File: src/hw/rtl/block_range_lock_table_assert.svh
// Assertion macros for the block range lock table.
`ifndef BLOCK_RANGE_LOCK_TABLE_ASSERT_SVH
`define BLOCK_RANGE_LOCK_TABLE_ASSERT_SVH
`ifndef NO_ASSERTIONS
`define BRLT_ASSERT_NOW(lbl, ante, cons, msg) \
  lbl: assert property (@(posedge clk) disable iff (rst) (ante) |-> (cons)) else $error(msg);
`define BRLT_ASSERT_NEXT(lbl, ante, cons, msg) \
  lbl: assert property (@(posedge clk) disable iff (rst) (ante) |=> (cons)) else $error(msg);
`else
`define BRLT_ASSERT_NOW(lbl, ante, cons, msg)
`define BRLT_ASSERT_NEXT(lbl, ante, cons, msg)
`endif
`endif

File: src/hw/rtl/brlt_pkg.sv
// Shared types and codes for the block range lock table.
`default_nettype none
package brlt_pkg;

  localparam int FIRST_W    = 48;
  localparam int LAST_W     = 49;
  localparam int COUNT_W    = 32;
  localparam int HANDLE_W   = 4;
  localparam int STATUS_W   = 3;
  localparam int SLOT_IDX_W = 6;

  localparam logic OP_ACQUIRE = 1'b0;
  localparam logic OP_RELEASE = 1'b1;

  localparam logic [STATUS_W-1:0] ST_GRANTED  = 3'd0;
  localparam logic [STATUS_W-1:0] ST_BUSY     = 3'd1;
  localparam logic [STATUS_W-1:0] ST_FULL     = 3'd2;
  localparam logic [STATUS_W-1:0] ST_RELEASED = 3'd3;
  localparam logic [STATUS_W-1:0] ST_NOT_HELD = 3'd4;

  typedef logic [SLOT_IDX_W-1:0] slot_idx_t;

  // Scan token handed from one cell to the next.
  typedef struct packed {
    logic      valid;
    logic      overlap;
    logic      found;
    slot_idx_t idx;
  } scan_tok_t;

  // Write command broadcast to all cells.
  typedef struct packed {
    logic      grant;
    logic      free;
    slot_idx_t idx;
  } slot_cmd_t;

endpackage
`default_nettype wire

File: src/hw/rtl/brlt_cell.sv
// One lock slot: holds a range and checks the passing scan token against it.
`default_nettype none
module brlt_cell #(
  parameter int CELL_INDEX = 0
) (
  input  wire                                clk,
  input  wire                                rst,
  input  wire  brlt_pkg::scan_tok_t          tok_in,
  output brlt_pkg::scan_tok_t                tok_out,
  input  wire  brlt_pkg::slot_cmd_t          cmd,
  input  wire  [brlt_pkg::FIRST_W-1:0]       q_first,
  input  wire  [brlt_pkg::LAST_W-1:0]        q_last,
  output logic                               held
);
  import brlt_pkg::*;

  logic [FIRST_W-1:0] first;
  logic [LAST_W-1:0]  last;
  logic               hit;
  logic               meet;
  scan_tok_t          tok_next;

  assign hit  = (cmd.idx == SLOT_IDX_W'(CELL_INDEX));
  assign meet = held && !((last < {1'b0, q_first}) || (q_last < {1'b0, first}));

  always_comb begin
    tok_next = tok_in;
    tok_next.overlap = tok_in.overlap | meet;
    if (!held && !tok_in.found) begin
      tok_next.found = 1'b1;
      tok_next.idx   = SLOT_IDX_W'(CELL_INDEX);
    end
  end

  always_ff @(posedge clk) begin
    if (rst) begin
      held    <= 1'b0;
      tok_out <= '0;
    end else begin
      tok_out <= tok_next;
      if (cmd.grant && hit) begin
        held <= 1'b1;
      end else if (cmd.free && hit) begin
        held <= 1'b0;
      end
    end
  end

  always_ff @(posedge clk) begin
    if (cmd.grant && hit) begin
      first <= q_first;
      last  <= q_last;
    end
  end

endmodule
`default_nettype wire

File: src/hw/rtl/block_range_lock_table.sv
// Top level of the block range lock table: command port, scan control and the cell row.
// An acquire transaction raises busy while a scan token walks the row of slot cells, one cell per
// cycle; done and the result follow in the next cycle, so a new transaction can be accepted in
// that same cycle. A release transaction is looked up directly, gives its result in the cycle
// after acceptance and never raises busy. The result is shown for one cycle only, since the
// receiver cannot stall it. The slot table is empty after reset, with no clearing pass.
`default_nettype none
module block_range_lock_table #(
  parameter int LOCK_SLOTS = 16
) (
  input  wire                                clk,
  input  wire                                rst,
  input  wire                                start,
  output logic                               busy,
  input  wire                                operation,
  input  wire  [brlt_pkg::FIRST_W-1:0]       start_block,
  input  wire  [brlt_pkg::COUNT_W-1:0]       block_count,
  input  wire  [brlt_pkg::HANDLE_W-1:0]      lock_handle,
  output logic                               done,
  output logic [brlt_pkg::STATUS_W-1:0]      status,
  output logic [brlt_pkg::HANDLE_W-1:0]      granted_handle
);
  import brlt_pkg::*;

  localparam int IDX_W = (LOCK_SLOTS > 1) ? $clog2(LOCK_SLOTS) : 1;

  typedef enum logic {IDLE, SCAN} state_t;

  state_t             state;
  logic               launch;
  logic [FIRST_W-1:0] q_first;
  logic [LAST_W-1:0]  q_last;
  logic [COUNT_W-1:0] count_m1;
  logic [LAST_W-1:0]  last_calc;
  logic               accept;
  slot_idx_t          rel_idx;
  logic               rel_hit;
  slot_cmd_t          cmd;
  scan_tok_t          tok [LOCK_SLOTS+1];
  logic [LOCK_SLOTS-1:0] held_vec;
  logic [LOCK_SLOTS-1:0] tok_valid_vec;
  scan_tok_t          tok_end;

  assign busy     = (state == SCAN);
  assign accept   = start && !busy;
  assign count_m1 = (block_count == '0) ? '0 : (block_count - COUNT_W'(1));
  assign last_calc = {1'b0, start_block} + LAST_W'(count_m1);
  assign rel_idx  = SLOT_IDX_W'(lock_handle);
  assign rel_hit  = (int'(rel_idx) < LOCK_SLOTS) && held_vec[rel_idx[IDX_W-1:0]];
  assign tok_end  = tok[LOCK_SLOTS];

  always_comb begin
    tok[0]         = '0;
    tok[0].valid   = launch;
  end

  always_comb begin
    cmd = '0;
    if (state == IDLE && accept && operation == OP_RELEASE) begin
      cmd.free = rel_hit;
      cmd.idx  = rel_idx;
    end else if (state == SCAN && tok_end.valid) begin
      cmd.grant = !tok_end.overlap && tok_end.found;
      cmd.idx   = tok_end.idx;
    end
  end

  for (genvar i = 0; i < LOCK_SLOTS; i++) begin : g_cell
    brlt_cell #(
      .CELL_INDEX(i)
    ) u_cell (
      .clk     (clk),
      .rst     (rst),
      .tok_in  (tok[i]),
      .tok_out (tok[i+1]),
      .cmd     (cmd),
      .q_first (q_first),
      .q_last  (q_last),
      .held    (held_vec[i])
    );
    assign tok_valid_vec[i] = tok[i+1].valid;
  end

  always_ff @(posedge clk) begin
    if (rst) begin
      state  <= IDLE;
      launch <= 1'b0;
      done   <= 1'b0;
    end else begin
      launch <= 1'b0;
      done   <= 1'b0;
      unique case (state)
        IDLE: begin
          if (accept) begin
            if (operation == OP_ACQUIRE) begin
              state  <= SCAN;
              launch <= 1'b1;
            end else begin
              done <= 1'b1;
            end
          end
        end
        SCAN: begin
          if (tok_end.valid) begin
            state <= IDLE;
            done  <= 1'b1;
          end
        end
        default: state <= IDLE;
      endcase
    end
  end

  always_ff @(posedge clk) begin
    if (state == IDLE && accept) begin
      q_first <= start_block;
      q_last  <= last_calc;
      if (operation == OP_RELEASE) begin
        status         <= rel_hit ? ST_RELEASED : ST_NOT_HELD;
        granted_handle <= '0;
      end
    end else if (state == SCAN && tok_end.valid) begin
      if (tok_end.overlap) begin
        status         <= ST_BUSY;
        granted_handle <= '0;
      end else if (!tok_end.found) begin
        status         <= ST_FULL;
        granted_handle <= '0;
      end else begin
        status         <= ST_GRANTED;
        granted_handle <= HANDLE_W'(tok_end.idx);
      end
    end
  end

`include "block_range_lock_table_assert.svh"

  `BRLT_ASSERT_NOW(a_one_token, 1'b1, $onehot0(tok_valid_vec), "more than one scan token in flight")
  `BRLT_ASSERT_NOW(a_token_in_scan, tok_end.valid, state == SCAN, "scan token outside a scan")
  `BRLT_ASSERT_NEXT(a_acquire_busy, accept && operation == OP_ACQUIRE, busy, "acquire did not raise busy")
  `BRLT_ASSERT_NOW(a_handle_zero, done && status != ST_GRANTED, granted_handle == '0, "handle set without a grant")

endmodule
`default_nettype wire

File: config.mk
export PLATFORM = sky130hd
export DESIGN_NAME = block_range_lock_table
export DESIGN_NICKNAME = d
export VERILOG_FILES = /design/src/hw/rtl/brlt_pkg.sv /design/src/hw/rtl/brlt_cell.sv /design/src/hw/rtl/block_range_lock_table.sv
export VERILOG_INCLUDE_DIRS = /design/src /design/src/hw/rtl
export SDC_FILE = /design/constraint.sdc
export NUM_CORES = 2
export LEC_CHECK = 0
export BUFFER_PORTS_ARGS = -buffer_cell sky130_fd_sc_hd__buf_4
export CAP_MARGIN = 20
export CORE_MARGIN = 5
export CORE_UTILIZATION = 55
export CTS_CLUSTER_SIZE = 8
export DETAILED_ROUTE_END_ITERATION = 10
export PLACE_DENSITY = 0.82
export SLEW_MARGIN = 0
export SYNTH_ARGS = -nofsm -noshare
export SYNTH_HDL_FRONTEND = slang
export SYNTH_SLANG_ARGS = --single-unit
File: constraint.sdc
create_clock -name clk -period 5.9 [get_ports clk]
set_clock_uncertainty 0.15 [all_clocks]
set_input_delay 0.295 -clock clk [delete_from_list [all_inputs] [get_ports clk]]
set_output_delay 0.295 -clock clk [all_outputs]
set_load 0.02 [all_outputs]
==> results.yml <==
setup_path:
  crit_path_start_kind: "input pin"
  cp.required_ps: 6330
  ff2ff_path_depth: 10
  crit_fanout: 9
  worst_ep_arrival_time_ps: 6040
  end_kind: "flip-flop"
  critPathKind: "in -> reg"
yosys:
  syn_avg_cell_area_um2: 13.31
  synth_top_area_share_pct: 54.71
  ys.flop_type: "edfxtp_1"
  ys_types: 71
  yosysSeqAreaShare_pct: 57.26
  synthArstFlopShare_pct: 0
  ys_ff_latch: 1772
  synth.cell_area_um2: 90900
  synth_edf_count: 1656
  synthCells: 6831
  ys_warn_count: 0
  synth_area_leaders: "edfxtp_1, ha_1, a21o_1"
  synth.net_count: 8458
  yosys.area.top_type: "edfxtp_1"
power:
  ir_worst_vdd_uv: 273.5
  p_int_mw: 22.41
  p_comb_share_pct: 10.8
  p_sw_mw: 7.172
  seqPwrFrac_pct: 47.8
  p_sw_share_pct: 24.24
  leakage_nw: 44.50
  p_per_area_nw_per_um2: 287.3
  clockPowerShare_pct: 41.4
clocking:
  clock_path_buffers: 3
  clk_pin_slew_worst_paths_ps: 50
  cts_sinks: 1772
  postCtsSetupRepairBufs: 0
  htree_levels: 4
  numCtsBuffers: 239
  cts_tree: "yes"
  cts.root.buffer_cell: "clkbuf_16"
  worstSkewPairLatency_ps: 850
global_route:
  use_met3_pct: 4.812
  met1_usage_pct: 33.09
  grt_overflow: 0
  grt_max_degree: 99
  grt_pass1_wl_mm: 360.6
  antenna_found_initial: 7
  grt_util_all_layers_pct: 27.01
  grt_pass1_vias: 64530
  grt_busiest_layer: "met2"
  grt.met2_usage_pct: 44.92
sta:
  setup_viol: 0
  drv_slew: 0
  fin_crit_sh_pct: 95.20
  fin_crit_ps: 5617
  fmax_mhz: 178.0
  finalHoldWorstSlack_ps: 55.38
  setup_ws_ps: 283.2
  tightest_slew_ps: 1229
  report.final.hold_viol_count: 0
  slew_headroom_pct: 17.18
  rsz0062_at_grt: "false"
final_layout:
  area_growth_pct: 13.29
  finalNetCount: 9023
  drive_above_1_share_pct: 7.711
  final_area_um2: 103000
min_path:
  hold_class: "in -> reg"
  worstHoldPathCells: 2
floorplan:
  row_count: 149
  pin_count: 97
  die_w_um: 416.5
  die_h_um: 416.5
  die_area_um2: 173500
  start_util_pct: 55.22
  fp.coreArea_um2: 164600
placed_design:
  dp_hpwl_mm: 158.1
  place.gp.congestion: 0.9116
  port_buffers: 96
  placed_cell_area_um2: 95820
  dp_slack_ps: 277.5
route:
  via_per_inst: 6.271
  wire_per_inst_um: 24.66
  drc: 0
  wl_mm: 238.5
  drt_pass1_iterations: 6
  drtIter0Drc: 5913
  vias: 60660
  drtAntennaViolNets: 0
run_status:
  status: "completed"
run:
  maxCapViolCount: 0
[cells in the mapped netlist (all sizes together), types with 17 or more instances]
cell,count
and4,20
a21o,518
a211oi,70
clkbuf,24
nor2b,66
o211ai,30
nand2,154
dfxtp,116
nand4,259
or4,17
nor4,23
a31oi,23
o21ai,201
nand4b,28
nand3,59
xnor2,44
nor3b,23
o21a,22
xor2,23
edfxtp,1656
a21oi,428
a2111oi,59
nand2b,45
ha,1538
inv,838
nor3,58
nor2,293
[sequential cells by signal (all words and copies together), names as in the netlist]
name                   count
q_last                    49
g_cell.u_cell.tok_out     97
launch                     1
done                       1
g_cell.u_cell.first      768
q_first                   48
g_cell.u_cell.held        16
status                     3
g_cell.u_cell.last       784
granted_handle             4
busy                       1
[power by group through the flow]
stage | clock (mW) | sequential [mW] | combinational [mW]
after global routing | 12.9 | 14.1 | 3.48
after floorplan | 0 | 14.5 | 1.59
after CTS | 12.3 | 14.1 | 3.14
after global placement | 0 | 14.4 | 2.83
after detailed placement | 0 | 14.4 | 3.04
final | 12.3 | 14.1 | 3.19
[cell type report]
class                           instances  area (um^2)
Fill cell                           11310        61640
Sequential cell                      1772        52050
Multi-Input combinational cell       4197        35710
Clock buffer                          315         6309
Inverter                              838         3156
Timing Repair Buffer                  348         2843
Tap cell                             2189         2739
Clock inverter                         13        170.2
Antenna cell                            1        2.502
[what timing repair did]
action / CTS / global route
resized for setup: 0 / 0
endpoints found under the hold margin: 147 / 0
hold buffers: 67 / 0
[per-layer routing]
metal	vias up	wire [um]
met4	6	15140
li1	27050	-
met2	3265	113400
met1	29560	87060
met3	787	22870
met5	-	23
[worst max-delay path: stages]
cell and delay [ps]:
dlygate4sd3_1 540, buf_4 160, or4_1 470, nor3_1 300, nand3_1 150, nor2_2 290, nor2_1 80, dlygate4sd3_1 570
ha_1 230, fa_1 440, a211oi_1 230, o21bai_1 120, a21oi_1 310, o221ai_1 330, o211a_1 350, a31o_2 260
a21oi_2 520, nor2_1 180, xor2_1 200
[cell usage in the layout, fill, tap and decap left out, types with 70 or more instances in the layout]
master     instances
buf_4            273
a21o_1           518
a211oi_1          70
clkbuf_1          74
clkbuf_16        241
edfxtp_1        1656
nand2_1          154
a21oi_1          427
ha_1            1538
inv_1            834
nor2_1           279
nand4_1          259
o21ai_0          200
dfxtp_1          116
[logic make-up after synthesis]
logic type | after synthesis | synth area share [%]
DFF | 1772 | 57.26
adders and majority gates | 1539 | 21.19
AOI/OAI and AO/OA | 1489 | 10.79
and+or+nand+nor | 1097 | 6.426
buffers and inverters | 862 | 3.560
xor gates and xnor gates | 67 | 0.6456
muxes | 5 | 0.1239
[metrics by stage]
step	util [%]	cells	power [mW]	setup TNS (ps)
5_1_grt	62.56	9672	30.47	0
3_5_place_dp	58.21	9275	17.41	0
3_3_place_gp	58.20	9274	17.20	0
6_report	62.56	9673	29.58	0
2_1_floorplan	-	6831	16.12	-282860
4_1_cts	62.55	9670	29.57	0
[worst paths after layout]
path	start	to	slack, ps
setup / recovery	block_count[26]	q_last[36]$_DFFE_PP_	280
hold / removal	start_block[0]	q_first[0]$_DFFE_PP_	60
setup reg to reg	q_first[1]$_DFFE_PP_	g_cell[13].u_cell.tok_out[7]$_SDFF_PP0_	1190
hold reg to reg	g_cell[4].u_cell.tok_out[0]$_SDFF_PP0_	g_cell[5].u_cell.tok_out[0]$_SDFF_PP0_	270
No activity file was read; power rests on OpenSTA's default activity.
